**config.mk**
```make
export PLATFORM = sky130hd
export DESIGN_NAME = nfc_response_frame_parser
export DESIGN_NICKNAME = d
export VERILOG_FILES = /design/src/rtl/core/nfcrfp_pkg.sv /design/src/rtl/core/nfcrfp_core.sv /design/src/rtl/core/nfc_response_frame_parser.sv
export SDC_FILE = /design/constraint.sdc
export NUM_CORES = 1
export LEC_CHECK = 0
export BUFFER_PORTS_ARGS = -buffer_cell sky130_fd_sc_hd__clkbuf_2
export CELL_PAD_IN_SITES_DETAIL_PLACEMENT = 0
export CELL_PAD_IN_SITES_GLOBAL_PLACEMENT = 2
export CORE_UTILIZATION = 25
export DETAILED_ROUTE_END_ITERATION = 8
export GPL_TIMING_DRIVEN = 1
export PLACE_DENSITY_LB_ADDON = 0.1
export SKIP_CTS_REPAIR_TIMING = 1
export SYNTH_ARGS = -nofsm -noshare
export SYNTH_HDL_FRONTEND = slang
export SYNTH_SLANG_ARGS = --single-unit
```
**constraint.sdc**
```tcl
create_clock -name aclk -period 5.74 [get_ports aclk]
set_clock_uncertainty 0.05 [all_clocks]
set_input_delay 0.861 -clock aclk [delete_from_list [all_inputs] [get_ports aclk]]
set_output_delay 0.861 -clock aclk [all_outputs]
set_load 0.01 [all_outputs]
```
**src/rtl/core/nfcrfp_pkg.sv**
```systemverilog
// Shared definitions for the NFC response frame parser.
// Holds phase and status codes, protocol constants and the result word type.
// No dependencies.
package nfcrfp_pkg;

    localparam int unsigned PHASE_W = 4;

    localparam logic [PHASE_W-1:0] PH_HDR0 = 4'd0;
    localparam logic [PHASE_W-1:0] PH_HDR1 = 4'd1;
    localparam logic [PHASE_W-1:0] PH_HDR2 = 4'd2;
    localparam logic [PHASE_W-1:0] PH_LEN  = 4'd3;
    localparam logic [PHASE_W-1:0] PH_LCS  = 4'd4;
    localparam logic [PHASE_W-1:0] PH_TFI  = 4'd5;
    localparam logic [PHASE_W-1:0] PH_CMD  = 4'd6;
    localparam logic [PHASE_W-1:0] PH_DATA = 4'd7;
    localparam logic [PHASE_W-1:0] PH_DCS  = 4'd8;
    localparam logic [PHASE_W-1:0] PH_POST = 4'd9;

    localparam logic [1:0] ST_OK      = 2'd0;
    localparam logic [1:0] ST_INVALID = 2'd1;
    localparam logic [1:0] ST_NOSPACE = 2'd2;

    localparam logic KIND_DATA   = 1'b0;
    localparam logic KIND_STATUS = 1'b1;

    localparam logic [7:0] DIR_TO_HOST       = 8'hD5;
    localparam logic [7:0] START_CODE2       = 8'hFF;
    localparam logic [7:0] MAX_PAYLOAD_RESET = 8'd64;
    localparam logic [7:0] LEN_OVERHEAD      = 8'd2;
    localparam logic [7:0] MAX_PAYLOAD_LEN   = 8'd253;

    localparam logic REG_EXPECTED_COMMAND = 1'b0;
    localparam logic REG_MAX_PAYLOAD      = 1'b1;

    typedef struct packed {
        logic       kind;
        logic [7:0] payload_byte;
        logic [1:0] status;
        logic [7:0] payload_len;
        logic       last;
    } res_t;

endpackage

```
**src/rtl/core/nfcrfp_core.sv**
```systemverilog
// Frame checker state and per-byte decision logic of the NFC response parser.
// Depends on nfcrfp_pkg.
module nfcrfp_core
    import nfcrfp_pkg::*;
(
    input  logic       aclk,
    input  logic       aresetn,
    input  logic       cfg_wr_en,
    input  logic       cfg_index,
    input  logic [7:0] cfg_wdata,
    input  logic       step_en,
    input  logic [7:0] rx_byte,
    output logic       res_valid,
    output res_t       res
);

    logic [PHASE_W-1:0] phase_reg, phase_next;
    logic [7:0]         flen_reg, flen_next;
    logic [7:0]         left_reg, left_next;
    logic [7:0]         sum_reg, sum_next;
    logic [7:0]         cmd_reg;
    logic [7:0]         maxp_reg;

    logic [7:0] cmd_exp;
    logic [7:0] plen_cur;
    logic [7:0] plen_lcs;
    logic [7:0] left_dec;
    logic       emit;
    logic [1:0] emit_st;
    logic [7:0] emit_len;

    assign cmd_exp  = cmd_reg + 8'd1;
    assign plen_cur = flen_reg - LEN_OVERHEAD;
    assign plen_lcs = flen_reg - LEN_OVERHEAD;
    assign left_dec = left_reg - 8'd1;

    always_comb begin
        phase_next = phase_reg;
        flen_next  = flen_reg;
        left_next  = left_reg;
        sum_next   = sum_reg;
        res_valid  = 1'b0;
        res        = '0;
        emit       = 1'b0;
        emit_st    = ST_OK;
        emit_len   = 8'd0;
        unique case (phase_reg)
            PH_HDR1: begin
                sum_next   = sum_reg | rx_byte;
                phase_next = PH_HDR2;
            end
            PH_HDR2: begin
                if ((sum_reg | (rx_byte ^ START_CODE2)) != 8'd0) begin
                    emit    = 1'b1;
                    emit_st = ST_INVALID;
                end else begin
                    sum_next   = 8'd0;
                    phase_next = PH_LEN;
                end
            end
            PH_LEN: begin
                flen_next  = rx_byte;
                phase_next = PH_LCS;
            end
            PH_LCS: begin
                if ((flen_reg + rx_byte) != 8'd0 || flen_reg < LEN_OVERHEAD) begin
                    emit    = 1'b1;
                    emit_st = ST_INVALID;
                end else if (plen_lcs > maxp_reg) begin
                    emit     = 1'b1;
                    emit_st  = ST_NOSPACE;
                    emit_len = plen_lcs;
                end else begin
                    phase_next = PH_TFI;
                end
            end
            PH_TFI: begin
                left_next  = rx_byte ^ DIR_TO_HOST;
                phase_next = PH_CMD;
            end
            PH_CMD: begin
                if (left_reg != 8'd0 || rx_byte != cmd_exp) begin
                    emit     = 1'b1;
                    emit_st  = ST_INVALID;
                    emit_len = plen_cur;
                end else begin
                    sum_next   = DIR_TO_HOST + cmd_exp;
                    left_next  = plen_cur;
                    phase_next = (plen_cur == 8'd0) ? PH_DCS : PH_DATA;
                end
            end
            PH_DATA: begin
                sum_next  = sum_reg + rx_byte;
                left_next = left_dec;
                if (left_dec == 8'd0) begin
                    phase_next = PH_DCS;
                end
                res_valid        = 1'b1;
                res.kind         = KIND_DATA;
                res.payload_byte = rx_byte;
                res.status       = ST_OK;
                res.payload_len  = plen_cur;
                res.last         = 1'b0;
            end
            PH_DCS: begin
                sum_next   = sum_reg + rx_byte;
                phase_next = PH_POST;
            end
            PH_POST: begin
                emit     = 1'b1;
                emit_len = plen_cur;
                emit_st  = (sum_reg != 8'd0 || rx_byte != 8'd0) ? ST_INVALID : ST_OK;
            end
            default: begin
                // first preamble byte; unused codes land here too
                flen_next  = 8'd0;
                left_next  = 8'd0;
                sum_next   = rx_byte;
                phase_next = PH_HDR1;
            end
        endcase
        if (emit) begin
            phase_next      = PH_HDR0;
            flen_next       = 8'd0;
            left_next       = 8'd0;
            sum_next        = 8'd0;
            res_valid       = 1'b1;
            res.kind        = KIND_STATUS;
            res.payload_byte = 8'd0;
            res.status      = emit_st;
            res.payload_len = emit_len;
            res.last        = 1'b1;
        end
    end

    always_ff @(posedge aclk) begin
        if (!aresetn) begin
            phase_reg <= PH_HDR0;
            flen_reg  <= 8'd0;
            left_reg  <= 8'd0;
            sum_reg   <= 8'd0;
        end else if (step_en) begin
            phase_reg <= phase_next;
            flen_reg  <= flen_next;
            left_reg  <= left_next;
            sum_reg   <= sum_next;
        end
    end

    always_ff @(posedge aclk) begin
        if (!aresetn) begin
            cmd_reg  <= 8'd0;
            maxp_reg <= MAX_PAYLOAD_RESET;
        end else if (cfg_wr_en) begin
            unique case (cfg_index)
                REG_EXPECTED_COMMAND: cmd_reg  <= cfg_wdata;
                REG_MAX_PAYLOAD:      maxp_reg <= cfg_wdata;
                default:              ;
            endcase
        end
    end

`ifndef SYNTHESIS
    a_len_set_before_tfi: assert property (@(posedge aclk) disable iff (!aresetn)
        (phase_reg == PH_TFI) |-> (flen_reg >= LEN_OVERHEAD))
        else $error("frame length below overhead past LCS");

    a_data_has_bytes: assert property (@(posedge aclk) disable iff (!aresetn)
        (phase_reg == PH_DATA) |-> (left_reg != 8'd0))
        else $error("payload phase with no bytes left");

    a_restart_after_status: assert property (@(posedge aclk) disable iff (!aresetn)
        (step_en && res_valid && res.kind == KIND_STATUS) |=>
            (phase_reg == PH_HDR0 && sum_reg == 8'd0))
        else $error("parser did not restart after status");
`endif

endmodule

```
**src/rtl/core/nfc_response_frame_parser.sv**
```systemverilog
// Result words reach m_* from the output register, or via the skid entry on a stall.
// Throughput: one byte per cycle while s_ready is high; one state update per byte.
// A two-entry output stage (result register plus skid) keeps s_ready high while one
// result waits; s_ready drops only when both entries hold words.
// Reset (aresetn, synchronous, active low): parser waits for a preamble byte,
// expected_command returns to 0, max_payload to 64, output stage empties.
module nfc_response_frame_parser
    import nfcrfp_pkg::*;
(
    input  logic       aclk,
    input  logic       aresetn,
    // configuration write port
    input  logic       cfg_wr_en,
    input  logic       cfg_index,
    input  logic [7:0] cfg_wdata,
    // received bytes
    input  logic       s_valid,
    output logic       s_ready,
    input  logic [7:0] s_rx_byte,
    // payload bytes and frame status
    output logic       m_valid,
    input  logic       m_ready,
    output logic       m_kind,
    output logic [7:0] m_payload_byte,
    output logic [1:0] m_status,
    output logic [7:0] m_payload_len,
    output logic       m_last
);

    logic step_en;
    logic res_valid;
    res_t res;

    // output stage: out_* drives the ports, skid_* catches a word while out is stalled
    logic out_valid_reg, out_valid_next;
    res_t out_reg, out_next;
    logic skid_valid_reg, skid_valid_next;
    res_t skid_reg, skid_next;
    logic drain;
    logic new_word;

    // accept while the skid entry is free
    assign s_ready  = !skid_valid_reg;
    assign step_en  = s_valid && s_ready;
    assign new_word = step_en && res_valid;
    assign drain    = out_valid_reg && m_ready;

    nfcrfp_core u_core (
        .aclk      (aclk),
        .aresetn   (aresetn),
        .cfg_wr_en (cfg_wr_en),
        .cfg_index (cfg_index),
        .cfg_wdata (cfg_wdata),
        .step_en   (step_en),
        .rx_byte   (s_rx_byte),
        .res_valid (res_valid),
        .res       (res)
    );

    always_comb begin
        out_valid_next  = out_valid_reg;
        out_next        = out_reg;
        skid_valid_next = skid_valid_reg;
        skid_next       = skid_reg;
        if (!out_valid_reg || drain) begin
            // output slot frees up: refill from skid first, else from the new word
            if (skid_valid_reg) begin
                out_valid_next  = 1'b1;
                out_next        = skid_reg;
                skid_valid_next = 1'b0;
            end else begin
                out_valid_next = new_word;
                out_next       = res;
            end
        end else if (new_word) begin
            // output stalled: park the new word in the skid entry
            skid_valid_next = 1'b1;
            skid_next       = res;
        end
    end

    always_ff @(posedge aclk) begin
        if (!aresetn) begin
            out_valid_reg  <= 1'b0;
            skid_valid_reg <= 1'b0;
        end else begin
            out_valid_reg  <= out_valid_next;
            skid_valid_reg <= skid_valid_next;
        end
    end

    // payload registers hold without reset
    always_ff @(posedge aclk) begin
        out_reg  <= out_next;
        skid_reg <= skid_next;
    end

    assign m_valid        = out_valid_reg;
    assign m_kind         = out_reg.kind;
    assign m_payload_byte = out_reg.payload_byte;
    assign m_status       = out_reg.status;
    assign m_payload_len  = out_reg.payload_len;
    assign m_last         = out_reg.last;

`ifndef SYNTHESIS
    a_skid_implies_out: assert property (@(posedge aclk) disable iff (!aresetn)
        skid_valid_reg |-> out_valid_reg)
        else $error("skid entry holds a word while output is empty");

    a_stall_fills_skid: assert property (@(posedge aclk) disable iff (!aresetn)
        (out_valid_reg && !m_ready && new_word) |=> skid_valid_reg)
        else $error("word lost while output stalled");

    a_last_is_status: assert property (@(posedge aclk) disable iff (!aresetn)
        m_valid |-> (m_last == m_kind))
        else $error("last flag does not match word kind");

    a_len_range: assert property (@(posedge aclk) disable iff (!aresetn)
        m_valid |-> (m_payload_len <= MAX_PAYLOAD_LEN))
        else $error("payload length out of range");
`endif

endmodule

```
==> impl_metrics.yaml, run 1 <==
pwr:
  p_leak_nw: 2.482
  peakVddDrop_mv: 0.1077
  power.density_nw_per_um2: 243.4
  total_power_mw: 1.554
placed_design:
  io_buffers: 43
  place_congestion: 0.8802
  dp.cells: 924
  dp_hpwl_um: 14600
cells_and_area:
  drive_gt1_frac: 0.1212
  layout_common_cells: "62 x nand2_1, 59 x nor2_1, 46 x dfxtp_1"
  n_antenna_cell: 0
  layout_commonest_cell: "nand2_1"
  nFillCells: 2339
  largest_reg_flops: 19
  seq_area_um2: 2062
  multiInputGateArea_um2: 3218
  area_growth_pct: 14.72
  nNetsFinal: 723
  final_cells: 940
detailed_routing:
  wl_per_cell_um: 20.26
  maxUsedRoutingLayer: "met4"
  via_count: 4752
  vias_per_cell: 5.055
  drt-initial-drc-count: 249
  drc_errors: 0
  wl_met3_um: 779
  first_pass_iters: 5
  met1Wirelength_um: 8791
  routed_wirelength_um: 19040
  met2WireLength_um: 8917
  detail-route-antenna-nets: 0
floorplanning:
  die_w_um: 151.2
  io_pins: 44
  rows: 54
  die_area_um2: 22870
  coreArea_um2: 21820
  initial_core_util: 0.2551
  die_h_um: 151.2
worst_setup_path:
  slowest_delay_ns: 0.44
  crit_required_ns: 5.72
  start_kind: "input pin"
  cpMostUsedCell: "nor2_1"
  cp.arrival_ns: 4.17
  path_max_fanout: 19
  cp_cell_sequence: "clkbuf_2 -> ha_1 -> fa_1 -> a211oi_1 -> nor2_1 -> nor4b_1 -> nor4_1 -> a31oi_1 -> nor3_4 -> inv_2 -> nor2_1 -> nor3_2 -> buf_4"
  cp_top_family: "simple AND/OR/NAND/NOR gates"
  crit_type: "in -> reg"
  cp_num_buf_inv: 3
  critical_path.slowest_cell: "fa_1"
  startpoint: "s_rx_byte[0]"
  reg2reg_from: "u_core.flen_reg[1]$_SDFFE_PN0P_"
  end_kind: "flip-flop"
hold_path:
  worstHoldStart: "u_core.maxp_reg[7]$_SDFFE_PN0P_"
  hold_path.class: "reg -> reg"
sta:
  hold_viol_final: 0
  setup_tns_ns: 0
  rsz0062_at_grt: "no"
  period_needed_ns: 4.194
  drv_slew: 0
  slew-limit-headroom: 0.1749
  setup_violations: 0
  finalCritPeriodShare: 0.7307
  fmax_ghz: 0.2384
  tightest_slew_ns: 1.236
grt:
  grt_pass1_vias: 4574
  grt_pass1_wl_um: 28580
  grt_util_all_layers: 0.1729
  grt_max_degree: 39
  antenna_found_initial: 0
  grt_overflow: 0
yosys:
  syn_inst: 625
  synth_edf_count: 38
  synth_flop_cell: "dfxtp_1"
  ys_seq_area_frac: 0.3704
  syn_area_per_cell_um2: 8.907
  syn_nets: 693
  ys_ff_latch: 84
  netlist_area_um2: 5567
  async_flop_share: 0
  ys_types: 63
  yosys_warnings: 0
run_status:
  outcome: "complete, no violations"
cts:
  cts.sinks: 84
  clk_path_buf_depth: 2
  cts_tree: "built"
  clk_pin_slew_worst_paths_ns: 0.07
  htreeDepth: 3
  insertion_delay_ns: 0.35
  cts_root_buf: "clkbuf_16"
  cts_buffers: 9
job:
  maxCapViolCount: 0
cells in the mapped netlist, types with 5 or more instances:
master     n  area (um^2)
a21oi_1   33        165.2
a22o_1    13        113.9
a22oi_1    6        45.04
buf_2      5        25.02
clkbuf_1  20        75.07
dfxtp_1   46        920.9
edfxtp_1  38         1141
ha_1      44        550.5
inv_1     41        153.9
mux2i_1   12        120.1
nand2_1   62        232.7
nand2b_1  12        75.07
nand3_1   29        145.1
nand4_1    9        56.30
nor2_1    59        221.5
nor2b_1    8        50.05
nor3_1     6        30.03
nor4_1     9        56.30
o211ai_1   5        37.54
o21ai_0   20        100.1
o22ai_1   12        75.07
o31ai_1   19        142.6
o41ai_1    8        70.07
xnor2_1   22        192.7
xor2_1    16        140.1
report_power, final:
group	switching [mW]	total, mW	leakage [nW]	internal (mW)
clock	0.266	0.654	0.159	0.388
combinational	0.149	0.234	1.56	0.0850
sequential	0.0269	0.666	0.764	0.639
layer usage:
metal | up-vias | track usage
met5 | - | 0
met4 | 0 | 0.07200
met3 | 26 | 0.02620
met2 | 130 | 0.2826
met1 | 2265 | 0.2256
li1 | 2331 | -
worst reg2reg max path: stages (launching register included):
cell and delay [ns]:
dfxtp_1 0.53, inv_1 0.15, ha_1 0.26, nand3_1 0.09
xor2_1 0.16, buf_4 0.17, inv_1 0.05, ha_1 0.32
a21oi_1 0.16, o21ai_0 0.12, o21ai_1 0.34, nand4_4 0.17
nor3_4 0.32, inv_2 0.25, or4_4 0.62, o2bb2ai_1 0.16
per-stage QoR:
stage / hold WS [ns] / util / setup slack, ns / cell area, um^2
floorplan: 0.3863 / - / 0.8846 / 5567
global placement: 0.3966 / 0.2775 / 1.223 / 6056
detailed placement: 0.4040 / 0.2775 / 1.146 / 6056
CTS: 0.4136 / 0.2926 / 1.506 / 6386
global route: 0.4316 / 0.2926 / 1.197 / 6386
finish: 0.4082 / 0.2926 / 1.546 / 6386
worst paths after layout:
path              depth (start not counted)  slack (ns)                              end
setup reg to reg                         15        1.74  u_core.left_reg[5]$_SDFFE_PN0P_
hold / removal                            2        0.41  u_core.maxp_reg[7]$_SDFFE_PN0P_
hold reg to reg                           2        0.41  u_core.maxp_reg[7]$_SDFFE_PN0P_
setup / recovery                         13        1.55            skid_reg[3]$_DFFE_PP_
cells by family (layout without fill, tap and decap cells):
logic type	Yosys count	in the layout	share of synthesized area
xor gates and xnor gates	40	40	0.06676
DFF	84	84	0.3704
buffers and inverters	73	108	0.05237
muxes	14	14	0.02562
and+or+nand+nor	214	214	0.1895
adders and majority gates	46	46	0.1061
AOI/OAI and AO/OA	154	154	0.1893
area by class of cell:
type                       instances  area share
inverter                          42     0.02469
timing repair buffer              50     0.04193
clock inverter                     7     0.01646
tap                              280     0.05486
sequential                        84      0.3229
multi-input combinational        468      0.5039
clock buffer                       9     0.03527
Power figures use the tool's default switching activity.
==> run 2: changes to the inputs <==
==> constraint.sdc (replaced) <==
create_clock -name aclk -period 3.7 [get_ports aclk]
set_clock_uncertainty 0.05 [all_clocks]
set_input_delay 0.555 -clock aclk [delete_from_list [all_inputs] [get_ports aclk]]
set_output_delay 0.555 -clock aclk [all_outputs]
set_load 0.01 [all_outputs]
==> run 2 against run 1 <==
Non-clock buffer count grew 45. Sequential cell count stayed put. Wire length decreased by 0.28%.
==> impl_metrics.yaml, run 2 (synthesis results as in run 1) <==
pwr:
  p_seq_frac: 0.441
  p_sw_mw: 0.7132
  peakVddDrop_mv: 0.2020
  power_frac_clock: 0.393
  switching_share: 0.3062
  p_leak_nw: 2.698
  power.density_nw_per_um2: 347.0
  comb_power_share: 0.166
  intPower_mw: 1.616
grt:
  grt_pass1_vias: 4942
  grt_use_met2: 0.2890
  antenna_found_initial: 0
  grt_pass1_wl_um: 29190
  grt_util_met3: 0.02771
  grt_util_all_layers: 0.1745
  grt_max_degree: 39
  busiest_layer: "met2"
  grt.met1_usage: 0.2290
  grt_overflow: 0
cells_and_area:
  layout_commonest_cell: "nand2_1"
  layout_common_cells: "62 x nand2_1, 59 x nor2_1, 51 x buf_4"
  drive_gt1_frac: 0.1787
  area_growth_pct: 20.57
  largest_reg_flops: 19
  nNetsFinal: 768
  final_cells: 985
  n_antenna_cell: 0
run_status:
  outcome: "complete, no violations"
detailed_routing:
  routed_wirelength_um: 18990
  wl_per_cell_um: 19.28
  drc_errors: 0
  via_count: 4904
  drt-initial-drc-count: 282
  first_pass_iters: 5
  detail-route-antenna-nets: 0
  vias_per_cell: 4.979
placed_design:
  dp_hpwl_um: 14840
  dp.cells: 968
  post-place-ws_ns: -0.2547
  io_buffers: 43
  place_congestion: 0.8094
cts:
  cts_tree: "built"
  clk_pin_slew_worst_paths_ns: 0.07
  cts.sinks: 84
  cts_root_buf: "clkbuf_16"
  insertion_delay_ns: 0.36
  cts_buffers: 9
  clk_path_buf_depth: 2
  htreeDepth: 3
job:
  maxCapViolCount: 0
sta:
  slew-limit-headroom: 0.3960
  hold_viol_final: 0
  fin_ws_ns: 0.2375
  period_needed_ns: 3.462
  fmax_ghz: 0.2888
  drv_slew: 0
  setup_violations: 0
  tightest_slew_ns: 0.9042
  finalCritPeriodShare: 0.9358
  setup_tns_ns: 0
worst_setup_path:
  path_max_fanout: 11
  start_kind: "flip-flop"
  cp.arrival_ns: 3.70
  end_kind: "flip-flop"
  crit_required_ns: 3.94
  crit_type: "reg -> reg"
hold_path:
  hold_path.class: "reg -> reg"
floorplanning:
  initial_core_util: 0.2551
  die_area_um2: 22870
  die_w_um: 151.2
  die_h_um: 151.2
  rows: 54
  coreArea_um2: 21820
  io_pins: 44
==> run 2: layout make-up <==
cell class	count	area (um^2)
clock buffer	9	225.2
clock inverter	7	68.82
fill	2354	15110
inverter	42	157.7
multi-input combinational	468	3229
sequential	84	2062
tap	280	350.3
timing repair buffer	95	618.1
==> run 2: routing by layer <==
| metal | up-vias | wire length, um |
|---|---|---|
| li1 | 2418 | - |
| met1 | 2368 | 9159 |
| met2 | 93 | 8902 |
| met3 | 25 | 518 |
| met4 | 0 | 406 |
| met5 | - | 0 |
==> run 2: worst paths after layout <==
kind                                                       from                         endpoint  slack (ns)  cells past startpoint
worst max-delay path            u_core.flen_reg[1]$_SDFFE_PN0P_  u_core.left_reg[0]$_SDFFE_PN0P_        0.24                     16
worst min-delay path            u_core.maxp_reg[7]$_SDFFE_PN0P_  u_core.maxp_reg[7]$_SDFFE_PN0P_        0.41                      2
worst max register to register  u_core.flen_reg[1]$_SDFFE_PN0P_  u_core.left_reg[0]$_SDFFE_PN0P_        0.24                     16
worst min register to register  u_core.maxp_reg[7]$_SDFFE_PN0P_  u_core.maxp_reg[7]$_SDFFE_PN0P_        0.41                      2
==> run 2: power by group through the flow <==
stage / logic [mW] / clock network (mW) / registers [mW]
after CTS: 0.388 / 0.946 / 1.03
after detailed placement: 0.385 / 0 / 1.05
after global routing: 0.431 / 0.978 / 1.03
after floorplan: 0.248 / 0 / 1.03
final: 0.388 / 0.916 / 1.03
after global placement: 0.387 / 0 / 1.05
==> run 2: through the flow <==
step	util	instance area [um^2]	total power, mW	hold slack (ns)
after global placement	0.2929	6392	1.434	0.4020
after detailed placement	0.2929	6392	1.433	0.4005
after floorplan	-	5578	1.279	0.3863
after CTS	0.3064	6686	2.360	0.4056
after global routing	0.3075	6711	2.440	0.4244
final	0.3075	6711	2.329	0.4132
==> run 2: critical path, cell delays in order (launching register included) <==
cell	delay [ns]
dfxtp_1	0.34
nor3_1	0.27
nor3b_2	0.28
xnor2_1	0.26
inv_1	0.10
ha_1	0.31
nand4_1	0.12
nor2_1	0.13
nor2_1	0.05
o21ai_1	0.08
buf_4	0.15
nand4_4	0.12
nor3_4	0.17
inv_2	0.05
buf_4	0.20
or4_4	0.58
o2bb2ai_1	0.14
==> run 3: changes to the inputs <==
--- a/config.mk
+++ b/config.mk
@@ -5,7 +5,7 @@
 export SDC_FILE = /design/constraint.sdc
 export NUM_CORES = 1
 export LEC_CHECK = 0
-export BUFFER_PORTS_ARGS = -buffer_cell sky130_fd_sc_hd__clkbuf_2
+export BUFFER_PORTS_ARGS = -buffer_cell sky130_fd_sc_hd__buf_4
 export CELL_PAD_IN_SITES_DETAIL_PLACEMENT = 0
 export CELL_PAD_IN_SITES_GLOBAL_PLACEMENT = 2
 export CORE_UTILIZATION = 25
==> run 3 against run 2 <==
Maximum frequency fell by 0.71%. Combinational power rose by 1%. Via count fell by 1.3%. Core utilization rose by 0.32 points. Register-to-register slack got worse by 0.02 ns. Sequential cell count did not move. Wire length fell by 3.3%. Cell area rose by 1.0%. Clock power fell by 0.7%. Cell count fell by 0.51%. Sequential share of layout area fell by 0.32 points. Critical path type is now in -> reg.
==> impl_metrics.yaml, run 3 (synthesis results as in run 1) <==
run_status:
  outcome: "complete, no violations"
detailed_routing:
  via_count: 4838
  first_pass_iters: 7
  wl_per_cell_um: 18.73
  drc_errors: 0
  detail-route-antenna-nets: 0
  drt-initial-drc-count: 330
  routed_wirelength_um: 18360
  vias_per_cell: 4.937
sta:
  hold_viol_final: 0
  tightest_slew_ns: 0.9026
  fin_ws_ns: 0.2128
  setup_violations: 0
  slew-limit-headroom: 0.3970
  setup_tns_ns: 0
  hold_ws_ns: 0.4047
  fmax_ghz: 0.2868
  period_needed_ns: 3.487
  finalCritPeriodShare: 0.9425
  drv_slew: 0
worst_setup_path:
  crit_type: "in -> reg"
  end_kind: "flip-flop"
  start_kind: "input pin"
  path_max_fanout: 11
  cp.arrival_ns: 3.71
  crit_required_ns: 3.93
placed_design:
  place_congestion: 0.8110
  io_buffers: 43
  dp.cells: 963
  post-place-ws_ns: -0.2837
  dp_hpwl_um: 14380
cells_and_area:
  largest_reg_flops: 19
  seq_area_um2: 2062
  area_growth_pct: 21.83
  final_cells: 980
  layout_commonest_cell: "buf_4"
  nNetsFinal: 763
  final_core_util: 0.3107
  n_antenna_cell: 0
  layout_common_cells: "89 x buf_4, 62 x nand2_1, 59 x nor2_1"
  multiInputGateArea_um2: 3229
  nFillCells: 2292
  drive_gt1_frac: 0.1729
grt:
  antenna_found_initial: 0
  grt_max_degree: 25
  grt_overflow: 0
  grt_util_all_layers: 0.1673
  grt_pass1_vias: 4773
  grt_pass1_wl_um: 27880
cts:
  cts_tree: "built"
  clk_path_buf_depth: 2
  cts.sinks: 84
  htreeDepth: 3
  cts_root_buf: "clkbuf_16"
  clk_pin_slew_worst_paths_ns: 0.07
  cts_buffers: 9
  insertion_delay_ns: 0.35
floorplanning:
  coreArea_um2: 21820
  io_pins: 44
  die_area_um2: 22870
  rows: 54
  die_h_um: 151.2
  die_w_um: 151.2
  initial_core_util: 0.2551
job:
  maxCapViolCount: 0
pwr:
  peakVddDrop_mv: 0.1638
  power.density_nw_per_um2: 342.9
  p_leak_nw: 2.706
hold_path:
  hold_path.class: "in -> reg"
run 3: through the flow:
step,power [mW],cell area [um^2]
5_1_grt,2.429,6782
6_report,2.326,6782
3_3_place_gp,1.437,6462
3_5_place_dp,1.436,6462
4_1_cts,2.355,6756
2_1_floorplan,1.279,5578
run 3: metal layers:
metal / track usage / wire [um] / up-vias
met5: 0 / 0 / -
met4: 0.06950 / 518 / 0
met3: 0.02470 / 707 / 29
met2: 0.2717 / 8448 / 113
met1: 0.2200 / 8683 / 2288
li1: - / - / 2408
run 3: power by group:
group | switching (mW) | leakage, nW | internal, mW | total [mW]
registers | 0.0334 | 0.764 | 0.991 | 1.02
clock network | 0.437 | 0.138 | 0.473 | 0.910
logic | 0.233 | 1.80 | 0.159 | 0.392
total | 0.703 | 2.71 | 1.62 | 2.33
run 3: path summary, 6_finish.rpt:
kind / from / endpoint / slack, ns / cells past startpoint
setup / recovery: s_rx_byte[0] / u_core.left_reg[0]$_SDFFE_PN0P_ / 0.21 / 14
hold reg to reg: u_core.maxp_reg[5]$_SDFFE_PN0P_ / u_core.maxp_reg[5]$_SDFFE_PN0P_ / 0.41 / 2
setup reg to reg: u_core.flen_reg[0]$_SDFFE_PN0P_ / u_core.left_reg[0]$_SDFFE_PN0P_ / 0.22 / 13
hold / removal: cfg_wdata[7] / u_core.cmd_reg[7]$_SDFFE_PN0P_ / 0.40 / 3
run 3: worst max-delay path: stages:
cell       delay, ns
buf_4           0.11
ha_1            0.22
fa_1            0.42
a211oi_1        0.28
buf_4           0.17
nor4b_1         0.05
nor4_1          0.38
a31oi_1         0.18
buf_4           0.17
nor3_4          0.18
inv_2           0.05
buf_4           0.20
or4_4           0.58
o2bb2ai_1       0.15
run 3: area by class of cell:
type                    count  area share
clock inverters             7     0.01015
inverters                  42     0.02325
flip-flops and latches     84      0.3041
well taps                 280     0.05166
clock buffers               9     0.03321
multi-input cells         468      0.4762
repair buffers             90      0.1015
